### config.mk
export PLATFORM = sky130hd
export DESIGN_NAME = sha256_stream_hasher_flat
export DESIGN_NICKNAME = d
export VERILOG_FILES = /design/src/rtl/core/shs_pkg.sv /design/src/rtl/core/shs_in_if.sv /design/src/rtl/core/shs_out_if.sv /design/src/rtl/core/sha256_stream_hasher.sv /design/src/rtl/core/shs_sched.sv /design/src/rtl/core/shs_compress.sv /design/src/flat_wrapper.sv
export SDC_FILE = /design/constraint.sdc
export NUM_CORES = 2
export LEC_CHECK = 0
export ABC_AREA = 1
export BUFFER_PORTS_ARGS = -buffer_cell sky130_fd_sc_hd__buf_2
export CAP_MARGIN = 15
export CORE_MARGIN = 3
export CORE_UTILIZATION = 45
export DETAILED_ROUTE_END_ITERATION = 16
export PLACE_DENSITY = 0.59
export SLEW_MARGIN = 15
export SYNTH_ARGS = -nofsm -noshare
export SYNTH_HDL_FRONTEND = slang
export SYNTH_HIERARCHICAL = 1
export SYNTH_SLANG_ARGS = --single-unit
### constraint.sdc
create_clock -name clk -period 11.6 [get_ports clk]
set_clock_uncertainty 0.15 [all_clocks]
set_input_delay 1.16 -clock clk [delete_from_list [all_inputs] [get_ports clk]]
set_output_delay 1.16 -clock clk [all_outputs]
set_load 0.03 [all_outputs]
### src/rtl/core/shs_pkg.sv
// Shared types, constants and SHA-256 helper functions for the stream hasher.
// No dependencies; sha256_stream_hasher, shs_sched and shs_compress import this package.
`default_nettype none
package shs_pkg;

  typedef logic [31:0]      shs_word_t;
  typedef logic [7:0][31:0] shs_hash_t;  // element 0 holds H0 (or a), element 7 holds H7 (or h)

  // Schedule window control from the sequencer
  typedef struct packed {
    logic      load;   // shift in a message word
    logic      step;   // shift in a derived schedule word
    shs_word_t data;
  } shs_sched_ctrl_t;

  // Compression unit control and status
  typedef struct packed {
    logic start;  // begin a 64-round compression
    logic init;   // return the chaining value to the initial hash
  } shs_cmp_ctrl_t;

  typedef struct packed {
    logic busy;
    logic rounding;  // a round runs this cycle
    logic done;      // chaining value updates at this edge
  } shs_cmp_stat_t;

  localparam shs_hash_t INIT_H = {
    32'h5be0cd19, 32'h1f83d9ab, 32'h9b05688c, 32'h510e527f,
    32'ha54ff53a, 32'h3c6ef372, 32'hbb67ae85, 32'h6a09e667
  };

  localparam shs_word_t PAD_MARKER = 32'h8000_0000;
  localparam logic [2:0] WORD_BYTES = 3'd4;
  localparam logic [3:0] LEN_HI_SLOT = 4'd14;
  localparam logic [3:0] LEN_LO_SLOT = 4'd15;

  function automatic shs_word_t shs_rotr(input shs_word_t x, input int n);
    return (x >> n) | (x << (32 - n));
  endfunction

  function automatic shs_word_t shs_bsig0(input shs_word_t x);
    return shs_rotr(x, 2) ^ shs_rotr(x, 13) ^ shs_rotr(x, 22);
  endfunction

  function automatic shs_word_t shs_bsig1(input shs_word_t x);
    return shs_rotr(x, 6) ^ shs_rotr(x, 11) ^ shs_rotr(x, 25);
  endfunction

  function automatic shs_word_t shs_ssig0(input shs_word_t x);
    return shs_rotr(x, 7) ^ shs_rotr(x, 18) ^ (x >> 3);
  endfunction

  function automatic shs_word_t shs_ssig1(input shs_word_t x);
    return shs_rotr(x, 17) ^ shs_rotr(x, 19) ^ (x >> 10);
  endfunction

  function automatic shs_word_t shs_round_k(input logic [5:0] idx);
    shs_word_t k;
    case (idx)
      6'd0:  k = 32'h428a2f98;  6'd1:  k = 32'h71374491;
      6'd2:  k = 32'hb5c0fbcf;  6'd3:  k = 32'he9b5dba5;
      6'd4:  k = 32'h3956c25b;  6'd5:  k = 32'h59f111f1;
      6'd6:  k = 32'h923f82a4;  6'd7:  k = 32'hab1c5ed5;
      6'd8:  k = 32'hd807aa98;  6'd9:  k = 32'h12835b01;
      6'd10: k = 32'h243185be;  6'd11: k = 32'h550c7dc3;
      6'd12: k = 32'h72be5d74;  6'd13: k = 32'h80deb1fe;
      6'd14: k = 32'h9bdc06a7;  6'd15: k = 32'hc19bf174;
      6'd16: k = 32'he49b69c1;  6'd17: k = 32'hefbe4786;
      6'd18: k = 32'h0fc19dc6;  6'd19: k = 32'h240ca1cc;
      6'd20: k = 32'h2de92c6f;  6'd21: k = 32'h4a7484aa;
      6'd22: k = 32'h5cb0a9dc;  6'd23: k = 32'h76f988da;
      6'd24: k = 32'h983e5152;  6'd25: k = 32'ha831c66d;
      6'd26: k = 32'hb00327c8;  6'd27: k = 32'hbf597fc7;
      6'd28: k = 32'hc6e00bf3;  6'd29: k = 32'hd5a79147;
      6'd30: k = 32'h06ca6351;  6'd31: k = 32'h14292967;
      6'd32: k = 32'h27b70a85;  6'd33: k = 32'h2e1b2138;
      6'd34: k = 32'h4d2c6dfc;  6'd35: k = 32'h53380d13;
      6'd36: k = 32'h650a7354;  6'd37: k = 32'h766a0abb;
      6'd38: k = 32'h81c2c92e;  6'd39: k = 32'h92722c85;
      6'd40: k = 32'ha2bfe8a1;  6'd41: k = 32'ha81a664b;
      6'd42: k = 32'hc24b8b70;  6'd43: k = 32'hc76c51a3;
      6'd44: k = 32'hd192e819;  6'd45: k = 32'hd6990624;
      6'd46: k = 32'hf40e3585;  6'd47: k = 32'h106aa070;
      6'd48: k = 32'h19a4c116;  6'd49: k = 32'h1e376c08;
      6'd50: k = 32'h2748774c;  6'd51: k = 32'h34b0bcb5;
      6'd52: k = 32'h391c0cb3;  6'd53: k = 32'h4ed8aa4a;
      6'd54: k = 32'h5b9cca4f;  6'd55: k = 32'h682e6ff3;
      6'd56: k = 32'h748f82ee;  6'd57: k = 32'h78a5636f;
      6'd58: k = 32'h84c87814;  6'd59: k = 32'h8cc70208;
      6'd60: k = 32'h90befffa;  6'd61: k = 32'ha4506ceb;
      6'd62: k = 32'hbef9a3f7;  6'd63: k = 32'hc67178f2;
      default: k = 32'h0;
    endcase
    return k;
  endfunction

endpackage
`default_nettype wire

### src/rtl/core/shs_in_if.sv
// Input channel of the stream hasher: valid/ready plus one message word item.
// Standalone; no package needed.
`default_nettype none
interface shs_in_if;
  logic        valid;
  logic        ready;
  logic [31:0] msg_word;
  logic [2:0]  valid_bytes;
  logic        last;

  modport source (output valid, output msg_word, output valid_bytes, output last,
                  input ready);
  modport sink   (input valid, input msg_word, input valid_bytes, input last,
                  output ready);
endinterface
`default_nettype wire

### src/rtl/core/shs_out_if.sv
// Result channel of the stream hasher: valid/ready plus one digest word item.
// Standalone; no package needed.
`default_nettype none
interface shs_out_if;
  logic        valid;
  logic        ready;
  logic [31:0] digest_word;
  logic [2:0]  digest_index;
  logic        digest_last;

  modport source (output valid, output digest_word, output digest_index,
                  output digest_last, input ready);
  modport sink   (input valid, input digest_word, input digest_index,
                  input digest_last, output ready);
endinterface
`default_nettype wire

### src/rtl/core/sha256_stream_hasher.sv
// Top level of the SHA-256 stream hasher: input sequencer, padding, digest
// output register. Depends on shs_pkg, shs_in_if, shs_out_if, shs_sched, shs_compress.
//
//   channel  dir  payload                                       handshake
//   in_ch    in   msg_word[31:0] valid_bytes[2:0] last          valid/ready
//   out_ch   out  digest_word[31:0] digest_index[2:0] digest_last valid/ready
//
// A word that does not finish a block is accepted without holding in_ch.ready low; the
// sixteenth word of a block starts 64 rounds on the shared round datapath, then the chain
// update, during which in_ch.ready is low.
// A last word adds one padding word per remaining slot and one or two such
// compressions, then eight digest words, each held while out_ch.ready is low.
// Reset (rst_n, synchronous) restores the initial hash; no clearing pass.
`default_nettype none
module sha256_stream_hasher
  import shs_pkg::*;
(
  input  wire logic clk,
  input  wire logic rst_n,
  shs_in_if.sink    in_ch,
  shs_out_if.source out_ch
);

  typedef enum logic [1:0] {S_IDLE, S_PAD, S_HASH, S_OUT} seq_state_t;

  seq_state_t  state_r, state_nxt;
  logic [3:0]  slot_r, slot_nxt;
  logic [63:0] byte_total_r, byte_total_nxt;
  logic        marker_pend_r, marker_pend_nxt;
  logic        len_hi_sent_r, len_hi_sent_nxt;
  logic        pad_active_r, pad_active_nxt;
  logic        final_blk_r, final_blk_nxt;
  logic [2:0]  out_idx_r, out_idx_nxt;
  logic        out_valid_r, out_valid_nxt;
  shs_word_t   out_word_r, out_word_nxt;
  logic [2:0]  out_index_r, out_index_nxt;
  logic        out_last_r, out_last_nxt;

  logic            in_acc;
  logic [2:0]      nb_c;
  shs_word_t       last_word;
  shs_word_t       pad_word;
  logic            push;
  shs_word_t       push_word;
  logic            out_load;
  shs_sched_ctrl_t sched_ctrl;
  shs_cmp_ctrl_t   cmp_ctrl;
  shs_cmp_stat_t   cmp_stat;
  shs_word_t       w_t;
  shs_hash_t       chain;

  shs_sched u_sched (
    .clk  (clk),
    .ctrl (sched_ctrl),
    .w_t  (w_t)
  );

  shs_compress u_compress (
    .clk   (clk),
    .rst_n (rst_n),
    .ctrl  (cmp_ctrl),
    .w_t   (w_t),
    .stat  (cmp_stat),
    .chain (chain)
  );

  assign in_ch.ready = (state_r == S_IDLE);
  assign in_acc      = in_ch.valid && (state_r == S_IDLE);
  assign nb_c        = (in_ch.valid_bytes > WORD_BYTES) ? WORD_BYTES : in_ch.valid_bytes;

  // keep the valid leading bytes and append the marker byte right after them
  always_comb begin
    case (nb_c[1:0])
      2'd0:    last_word = PAD_MARKER;
      2'd1:    last_word = {in_ch.msg_word[31:24], 24'h80_0000};
      2'd2:    last_word = {in_ch.msg_word[31:16], 16'h8000};
      2'd3:    last_word = {in_ch.msg_word[31:8], 8'h80};
      default: last_word = PAD_MARKER;
    endcase
  end

  // length field is eight times the byte count
  always_comb begin
    if (marker_pend_r) begin
      pad_word = PAD_MARKER;
    end else if (slot_r == LEN_HI_SLOT && !len_hi_sent_r) begin
      pad_word = byte_total_r[60:29];
    end else if (slot_r == LEN_LO_SLOT && len_hi_sent_r) begin
      pad_word = {byte_total_r[28:0], 3'b000};
    end else begin
      pad_word = '0;
    end
  end

  assign out_load = (state_r == S_OUT) && (!out_valid_r || out_ch.ready);

  always_comb begin
    state_nxt       = state_r;
    slot_nxt        = slot_r;
    byte_total_nxt  = byte_total_r;
    marker_pend_nxt = marker_pend_r;
    len_hi_sent_nxt = len_hi_sent_r;
    pad_active_nxt  = pad_active_r;
    final_blk_nxt   = final_blk_r;
    out_idx_nxt     = out_idx_r;
    out_valid_nxt   = out_valid_r && !out_ch.ready;
    out_word_nxt    = out_word_r;
    out_index_nxt   = out_index_r;
    out_last_nxt    = out_last_r;
    push            = 1'b0;
    push_word       = in_ch.msg_word;
    cmp_ctrl        = '0;

    case (state_r)
      S_IDLE: begin
        if (in_acc) begin
          push = 1'b1;
          if (in_ch.last) begin
            byte_total_nxt  = byte_total_r + {61'd0, nb_c};
            marker_pend_nxt = (nb_c == WORD_BYTES);
            len_hi_sent_nxt = 1'b0;
            pad_active_nxt  = 1'b1;
            if (nb_c != WORD_BYTES) begin
              push_word = last_word;
            end
            state_nxt = S_PAD;
          end else begin
            byte_total_nxt = byte_total_r + {61'd0, WORD_BYTES};
          end
        end
      end
      S_PAD: begin
        push            = 1'b1;
        push_word       = pad_word;
        marker_pend_nxt = 1'b0;
        if (!marker_pend_r && slot_r == LEN_HI_SLOT && !len_hi_sent_r) begin
          len_hi_sent_nxt = 1'b1;
        end
        if (!marker_pend_r && slot_r == LEN_LO_SLOT && len_hi_sent_r) begin
          final_blk_nxt = 1'b1;
        end
      end
      S_HASH: begin
        if (cmp_stat.done) begin
          if (final_blk_r) begin
            final_blk_nxt  = 1'b0;
            pad_active_nxt = 1'b0;
            byte_total_nxt = '0;
            out_idx_nxt    = '0;
            state_nxt      = S_OUT;
          end else if (pad_active_r) begin
            state_nxt = S_PAD;
          end else begin
            state_nxt = S_IDLE;
          end
        end
      end
      S_OUT: begin
        if (out_load) begin
          out_valid_nxt = 1'b1;
          out_word_nxt  = chain[out_idx_r];
          out_index_nxt = out_idx_r;
          out_last_nxt  = (out_idx_r == 3'd7);
          out_idx_nxt   = out_idx_r + 3'd1;
          if (out_idx_r == 3'd7) begin
            cmp_ctrl.init = 1'b1;
            state_nxt     = S_IDLE;
          end
        end
      end
      default: state_nxt = S_IDLE;
    endcase

    // a word in the last slot closes the block
    if (push) begin
      slot_nxt = slot_r + 4'd1;
      if (slot_r == LEN_LO_SLOT) begin
        cmp_ctrl.start = 1'b1;
        state_nxt      = S_HASH;
      end
    end
  end

  always_comb begin
    sched_ctrl.load = push;
    sched_ctrl.step = cmp_stat.rounding;
    sched_ctrl.data = push_word;
  end

  always_ff @(posedge clk) begin
    if (!rst_n) begin
      state_r       <= S_IDLE;
      slot_r        <= '0;
      byte_total_r  <= '0;
      marker_pend_r <= 1'b0;
      len_hi_sent_r <= 1'b0;
      pad_active_r  <= 1'b0;
      final_blk_r   <= 1'b0;
      out_idx_r     <= '0;
      out_valid_r   <= 1'b0;
    end else begin
      state_r       <= state_nxt;
      slot_r        <= slot_nxt;
      byte_total_r  <= byte_total_nxt;
      marker_pend_r <= marker_pend_nxt;
      len_hi_sent_r <= len_hi_sent_nxt;
      pad_active_r  <= pad_active_nxt;
      final_blk_r   <= final_blk_nxt;
      out_idx_r     <= out_idx_nxt;
      out_valid_r   <= out_valid_nxt;
    end
    out_word_r  <= out_word_nxt;
    out_index_r <= out_index_nxt;
    out_last_r  <= out_last_nxt;
  end

  assign out_ch.valid        = out_valid_r;
  assign out_ch.digest_word  = out_word_r;
  assign out_ch.digest_index = out_index_r;
  assign out_ch.digest_last  = out_last_r;

`ifndef ASSERT_OFF
  a_no_load_busy: assert property (@(posedge clk) disable iff (!rst_n)
    sched_ctrl.load |-> !cmp_stat.busy)
    else $error("schedule loaded while compression runs");
  a_last_index: assert property (@(posedge clk) disable iff (!rst_n)
    (out_valid_r && out_last_r) |-> out_index_r == 3'd7)
    else $error("digest_last on wrong index");
  a_msg_restart: assert property (@(posedge clk) disable iff (!rst_n)
    (out_load && out_idx_r == 3'd7) |=> state_r == S_IDLE && slot_r == 4'd0
      && byte_total_r == 64'd0)
    else $error("message state not cleared after digest");
  a_digest_block_aligned: assert property (@(posedge clk) disable iff (!rst_n)
    (state_r == S_OUT) |-> slot_r == 4'd0 && !cmp_stat.busy)
    else $error("digest read mid-block");
`endif

endmodule
`default_nettype wire

### src/rtl/core/shs_sched.sv
// Message schedule: a 16-word sliding window that takes message words and then
// derives one new schedule word per round. Depends on shs_pkg.
`default_nettype none
module shs_sched
  import shs_pkg::*;
(
  input  wire logic            clk,
  input  wire shs_sched_ctrl_t ctrl,
  output shs_word_t            w_t
);

  // win_r[i] holds W(t+i) while round t runs
  logic [15:0][31:0] win_r;
  logic [15:0][31:0] win_nxt;
  shs_word_t         w_new;

  assign w_new = shs_ssig1(win_r[14]) + win_r[9] + shs_ssig0(win_r[1]) + win_r[0];

  always_comb begin
    win_nxt = win_r;
    if (ctrl.load) begin
      win_nxt = {ctrl.data, win_r[15:1]};
    end else if (ctrl.step) begin
      win_nxt = {w_new, win_r[15:1]};
    end
  end

  always_ff @(posedge clk) begin
    win_r <= win_nxt;
  end

  assign w_t = win_r[0];

endmodule
`default_nettype wire

### src/rtl/core/shs_compress.sv
// Compression unit: one shared round datapath reused for 64 rounds, then a
// chaining-value update. Holds the chaining value. Depends on shs_pkg.
`default_nettype none
module shs_compress
  import shs_pkg::*;
(
  input  wire logic          clk,
  input  wire logic          rst_n,
  input  wire shs_cmp_ctrl_t ctrl,
  input  wire shs_word_t     w_t,
  output shs_cmp_stat_t      stat,
  output shs_hash_t          chain
);

  typedef enum logic [1:0] {C_IDLE, C_ROUND, C_FINAL} cmp_state_t;

  cmp_state_t state_r, state_nxt;
  logic [5:0] round_r, round_nxt;
  shs_hash_t  v_r, v_nxt;
  shs_hash_t  chain_r, chain_nxt;
  shs_word_t  t1, t2, pick, vote;

  always_comb begin
    pick = (v_r[4] & v_r[5]) ^ (~v_r[4] & v_r[6]);
    vote = (v_r[0] & v_r[1]) ^ (v_r[0] & v_r[2]) ^ (v_r[1] & v_r[2]);
    t1   = v_r[7] + shs_bsig1(v_r[4]) + pick + shs_round_k(round_r) + w_t;
    t2   = shs_bsig0(v_r[0]) + vote;
  end

  always_comb begin
    state_nxt = state_r;
    round_nxt = round_r;
    v_nxt     = v_r;
    chain_nxt = chain_r;
    case (state_r)
      C_IDLE: begin
        if (ctrl.start) begin
          v_nxt     = chain_r;
          round_nxt = '0;
          state_nxt = C_ROUND;
        end else if (ctrl.init) begin
          chain_nxt = INIT_H;
        end
      end
      C_ROUND: begin
        v_nxt     = {v_r[6:4], v_r[3] + t1, v_r[2:0], t1 + t2};
        round_nxt = round_r + 6'd1;
        if (round_r == 6'd63) begin
          state_nxt = C_FINAL;
        end
      end
      C_FINAL: begin
        for (int i = 0; i < 8; i++) begin
          chain_nxt[i] = chain_r[i] + v_r[i];
        end
        state_nxt = C_IDLE;
      end
      default: state_nxt = C_IDLE;
    endcase
  end

  always_ff @(posedge clk) begin
    if (!rst_n) begin
      state_r <= C_IDLE;
      round_r <= '0;
      chain_r <= INIT_H;
    end else begin
      state_r <= state_nxt;
      round_r <= round_nxt;
      chain_r <= chain_nxt;
    end
  end

  always_ff @(posedge clk) begin
    v_r <= v_nxt;
  end

  assign stat.busy     = (state_r != C_IDLE);
  assign stat.rounding = (state_r == C_ROUND);
  assign stat.done     = (state_r == C_FINAL);
  assign chain         = chain_r;

`ifndef ASSERT_OFF
  a_start_idle: assert property (@(posedge clk) disable iff (!rst_n)
    ctrl.start |-> state_r == C_IDLE)
    else $error("compression started while busy");
  a_final_len: assert property (@(posedge clk) disable iff (!rst_n)
    (state_r == C_FINAL) |-> $past(state_r) == C_ROUND && $past(round_r) == 6'd63)
    else $error("chain update not after round 63");
`endif

endmodule
`default_nettype wire
### src/flat_wrapper.sv
// flat-port wrapper written by rule: the top's interface ports become plain ports
module sha256_stream_hasher_flat import shs_pkg::*;
  (clk, rst_n, in_ch_valid, in_ch_msg_word, in_ch_valid_bytes, in_ch_last, in_ch_ready, out_ch_valid, out_ch_digest_word, out_ch_digest_index, out_ch_digest_last, out_ch_ready);
  shs_in_if in_ch_i ();
  shs_out_if out_ch_i ();
  input  wire logic clk;
  input  wire logic rst_n;
  input wire logic [$bits(in_ch_i.valid)-1:0] in_ch_valid;
  input wire logic [$bits(in_ch_i.msg_word)-1:0] in_ch_msg_word;
  input wire logic [$bits(in_ch_i.valid_bytes)-1:0] in_ch_valid_bytes;
  input wire logic [$bits(in_ch_i.last)-1:0] in_ch_last;
  output wire logic [$bits(in_ch_i.ready)-1:0] in_ch_ready;
  output wire logic [$bits(out_ch_i.valid)-1:0] out_ch_valid;
  output wire logic [$bits(out_ch_i.digest_word)-1:0] out_ch_digest_word;
  output wire logic [$bits(out_ch_i.digest_index)-1:0] out_ch_digest_index;
  output wire logic [$bits(out_ch_i.digest_last)-1:0] out_ch_digest_last;
  input wire logic [$bits(out_ch_i.ready)-1:0] out_ch_ready;
  assign in_ch_i.valid = in_ch_valid;
  assign in_ch_i.msg_word = in_ch_msg_word;
  assign in_ch_i.valid_bytes = in_ch_valid_bytes;
  assign in_ch_i.last = in_ch_last;
  assign in_ch_ready = in_ch_i.ready;
  assign out_ch_valid = out_ch_i.valid;
  assign out_ch_digest_word = out_ch_i.digest_word;
  assign out_ch_digest_index = out_ch_i.digest_index;
  assign out_ch_digest_last = out_ch_i.digest_last;
  assign out_ch_i.ready = out_ch_ready;
  sha256_stream_hasher u_core (.clk(clk), .rst_n(rst_n), .in_ch(in_ch_i), .out_ch(out_ch_i));
endmodule
* Word-level counts from Yosys, hierarchy flattened
Memories as Yosys holds them, arrays and structs flattened. A register that Yosys moved wholly into a read port is not among the register bits.
Index checks and enable logic that the tools add are counted.
** Storage, ports and cells
- Register bits :: 1146
- Bits in read-only memories :: 2048
- Input bits :: 40
- Output and inout port bits :: 38
- Logic and storage cells :: 226
- Memories :: 1
** Cells by class
- $add $sub $neg :: 23
- Magnitude comparators :: 2
- Equality and inequality tests :: 25
- Muxes and demuxes :: 68
- Bitwise operators :: 27
- Reduce and logical (&&, ||, !) cells :: 34
** Memories
- (name not given) :: words 64, width 32, read ports 1, clocked after memory_dff 1, wr ports 0, line shs_pkg.sv:60 : case (idx)
** Operators with widths (count)
- 512-bit 2-to-1 mux :: 2
- 256-bit case mux with 2 select lines :: 2
- 256-bit 2-to-1 mux :: 3
- 32-bit adder :: 18
- 32-bit bitwise XOR :: 9
- 64-bit 2-to-1 mux :: 4
- 32-bit 2-to-1 mux :: 7
- 32-bit bitwise AND :: 5
- 32-bit case mux with 4 select lines :: 1
- 64-bit case mux with 2 select lines :: 1
- 32-bit binary-select mux with 3-bit select :: 1
- 64-bit by 3-bit adder with 64-bit output :: 1
- 64-bit by 3-bit adder with 64-bit output, second input constant :: 1
- 32-bit case mux with 2 select lines :: 1
- 32-bit NOT :: 1
- 10-bit by 32-bit bitwise OR with 32-bit output :: 1
- 13-bit by 32-bit bitwise OR with 32-bit output :: 1
- 14-bit by 32-bit bitwise OR with 32-bit output :: 1
- 15-bit by 32-bit bitwise OR with 32-bit output :: 1
- 19-bit by 32-bit bitwise OR with 32-bit output :: 1
- 21-bit by 32-bit bitwise OR with 32-bit output :: 1
- 25-bit by 32-bit bitwise OR with 32-bit output :: 1
- 26-bit by 32-bit bitwise OR with 32-bit output :: 1
- 30-bit by 32-bit bitwise OR with 32-bit output :: 1
- 34 further kinds :: 113

* Depth between registers and ports, before layout
- Word-level depth :: 9
- Mapped depth :: 34
- Mapped depth without buffers :: 34

* Cells and area by module
Netlist, hierarchy kept.
** By module, submodules not included
- shs_compress :: times used 1, cells an instance 7233, area an instance 49218.5 um^2, seq. area each 13613.1 um^2
- shs_sched :: times used 1, cells an instance 1410, area an instance 20897.5 um^2, seq. area each 15374.7 um^2
- sha256_stream_hasher :: times used 1, cells an instance 1457, area an instance 8743.4 um^2, seq. area each 2582.5 um^2

* Least setup slack after synthesis
Ideal clock, no wire load.
- Path kind :: in2reg
- From :: input port in_ch_valid
- To :: register u_core.u_sched.win_r, in the netlist u_core/u_sched/w_t[0] (enable)
- Setup time :: 667 ps
- Arrival time :: 7730 ps
- Required time :: 10783 ps
- Path slack :: 3053 ps
- Stages on the path :: 6
- Path buffers :: 1
- Path through :: nand2_1 inv_1 nor2_1 inv_1 clkbuf_1 or2_2
** Between the ends
- Longest elaborated chain between the ends :: 4
** RTL lines
- from (decl) :: line flat_wrapper.sv:8 : input wire logic [$bits(in_ch_i.valid)-1:0] in_ch_valid;
- 1-bit logical AND :: line sha256_stream_hasher.sv:68 : assign in_acc = in_ch.valid && (state_r == S_IDLE);
- 1-bit 2-to-1 mux :: line sha256_stream_hasher.sv:116 : if (in_acc) begin
- 1-bit case mux with 2 select lines :: line sha256_stream_hasher.sv:114 : case (state_r)
- via u_core.push :: line sha256_stream_hasher.sv:43 : logic push;
- 2-bit nonzero test (no source line)
- to (signal assigned) :: line shs_sched.sv:29 : win_r <= win_nxt;
- to (decl) :: line shs_sched.sv:13 : logic [15:0][31:0] win_r;
The timed path passes the listed nets, and every way through them passes these cells.
A chain may end at the register's enable or synchronous reset.

==> flow_metrics.tcl <==
set metrics [dict create \
    power.internal_uw 10000 \
    multi_input_area_um2 41300 \
    setup_slack_ns 3.78 \
    ir_worst_vdd_v 0.000212 \
    max-clock-path-buffers 3 \
    leakage_uw 0.0374 \
    yosys_warnings 6 \
    p_comb_frac 0.441 \
    cap_violations 0 \
    cp-start-kind "flop" \
    timing.fmax_mhz 128 \
    ff_latch_area_um2 31600 \
    finalSetupTns_ns 0 \
    numCtsBuffers 136 \
    num_vias 73700 \
    postRouteAntennaNets 0 \
    avgSynthCellArea_um2 7.81 \
    hold_viol_final 0 \
    post_cts_buffers 0 \
    critical_path.most_common_cell "nand2_1" \
    min_period_over_period 0.674 \
    grt_antenna_before_repair 22 \
    io-pin-count 78 \
    grt_first_pass_wirelength_um 488000 \
    setup_viol 0 \
    rsz0062_at_grt "false" \
    pre_cts_ws_ns 3.89 \
    dieHeight_um 425 \
    port_buffers 77 \
    cts_tree "built" \
    drt_iter0_drc 9849 \
    worst_r2r_path_depth 31 \
    power_density_nw_per_um2 202 \
    cts_max_level 4 \
    syn_nets 10700 \
    avgViaCountPerCell 5.90 \
    required_ns 12.02 \
    cp_slowest_stage_delay_ns 0.69 \
    relSlewSlack 0.0942 \
    grt_pass1_vias 68600 \
    grt_max_degree 214 \
    critPathLaunch "u_core/u_compress/v_r[142]" \
    finalWirelength_um 345000 \
    r2r_setup_slack_ns 3.78 \
    gp_congestion 1.07 \
    track_usage 0.373 \
    layout-drive-gt1-share 0.0481 \
    post_cts_resized 0 \
    dpl.hpwl_um 272000 \
    maxSlewViolCount 0 \
    cts.clk_slew.worst_paths_ns 0.06 \
    syn_inst 10100 \
    hold_depth 0 \
    r2r-end "u_core/u_compress/v_r[26]" \
    synthesis.area_um2 78900 \
    status "finished, final reports clean" \
    fillCellCount 17000 \
    coreArea_um2 174000 \
    pwr-share-seq 0.301 \
    clk_latency_ns 0.82 \
    worst_pin_slew_ns 1.34 \
    crit_path_end "u_core/u_compress/v_r[26]" \
    worstPathArrival_ns 8.24 \
    clockRootBuffer "clkbuf_16" \
    reg2reg_from "u_core/u_compress/v_r[142]" \
    period_needed_ns 7.82 \
    std_cell_rows 153 \
    hold_path_class "flop to flop" \
    worstPathMaxFanout 7 \
    clock-sinks 1175 \
    cts_hold_buf 0 \
    dieArea_um2 180000 \
    p_switching_uw 7340 \
    die_x_um 425 \
    drt-pass1-iter-count 9 \
    grt_overflow 0 \
    critical-path-slowest-cell "edfxtp_1" \
    area_growth_pct 9.09 \
    p_clk_frac 0.258 \
    drc_errors 0 \
    worstSetupEndpointType "flop" \
    initial_core_util 0.453 \
    path_class "flop to flop" \
    nets 10700 \
    post_drt_wl_per_cell_um 27.6 \
    switching_share 0.423 \
]
[layer usage]
| metal | GRT usage | up-vias | routed length, um |
|---|---|---|---|
| li1 | - | 33600 | - |
| met1 | 0.499 | 35400 | 141000 |
| met2 | 0.572 | 4026 | 151000 |
| met3 | 0.0853 | 714 | 34300 |
| met4 | 0.179 | 30 | 19500 |
| met5 | 0 | - | 185 |
[worst max-delay path: cells and delay by family (launching register included)]
kind / cells / cell delay (ns)
adders and majority gates: 6 / 2.98
and+or+nand+nor: 16 / 2.29
DFF: 1 / 0.69
AOI/OAI and AO/OA: 3 / 0.65
xor gates and xnor gates: 1 / 0.49
buffers and inverters: 5 / 0.30
[through the flow]
step | hold slack, ns | cell area (um^2) | utilization | instances | power [uW]
finish | 0.259 | 86000 | 0.494 | 12500 | 17300
global placement | 0.250 | 81400 | 0.468 | 12200 | 12800
CTS | 0.255 | 86000 | 0.494 | 12500 | 17300
global route | 0.266 | 86000 | 0.494 | 12500 | 18400
floorplan | 0.250 | 78900 | - | 10100 | 10500
detailed placement | 0.255 | 81400 | 0.468 | 12200 | 12800
[flip-flops by register name, summed over array words and instances (netlist names), 2 cells and up, named ones only]
| signal | cells |
|---|---|
| u_core/u_compress/v_r | 256 |
| u_core/u_compress/round_r | 6 |
| u_core/out_ch.digest_word | 32 |
| u_core/out_idx_r | 3 |
| u_core/slot_r | 4 |
| u_core/u_compress/chain | 256 |
| u_core/byte_total_r | 61 |
| u_core/u_compress/state_r | 2 |
| u_core/out_ch.digest_index | 3 |
| u_core/state_r | 2 |
| u_core/u_sched/w_t | 32 |
| u_core/u_sched/win_r | 480 |
[worst min-delay path by stage]
stage	startpoint	end	slack (ns)
floorplan	u_core/u_sched/win_r[132]	u_core/u_sched/win_r[100]	0.25
global placement	u_core/u_sched/win_r[423]	u_core/u_sched/win_r[391]	0.25
detailed placement	u_core/u_sched/win_r[142]	u_core/u_sched/win_r[110]	0.25
CTS	u_core/u_sched/win_r[279]	u_core/u_sched/win_r[247]	0.25
global route	u_core/u_sched/win_r[85]	u_core/u_sched/win_r[53]	0.27
finish	u_core/u_sched/win_r[279]	u_core/u_sched/win_r[247]	0.26
[cell usage in the layout (no fill, tap or decap), drive strengths merged, types with 71 or more instances in the layout]
cell    instances
nand3         666
buf           136
ha            397
xnor2         158
a31oi          77
nand2        2515
inv          1270
nor3           94
nand4         123
a21oi         752
o21ai         853
fa            196
edfxtp        804
dfxtp         371
xor2          192
nor2          898
o21bai         71
clkbuf        172
[power by group through the flow]
stage	registers, uW	logic, uW	clock network (uW)
6_report	5220	7660	4470
5_1_grt	5240	8490	4690
4_1_cts	5220	7530	4540
3_5_place_dp	5310	7470	0
3_3_place_gp	5300	7480	0
2_1_floorplan	5190	5270	0
[area by class of cell]
cell class              instances  area share
clock inverters                77      0.0105
clock buffers                 172      0.0427
inverters                    1261      0.0553
multi-input cells            7344       0.480
repair buffers                136      0.0104
diodes                          5    0.000145
well taps                    2325      0.0338
flip-flops and latches       1175       0.367
No activity file was read; power rests on OpenSTA's default activity.
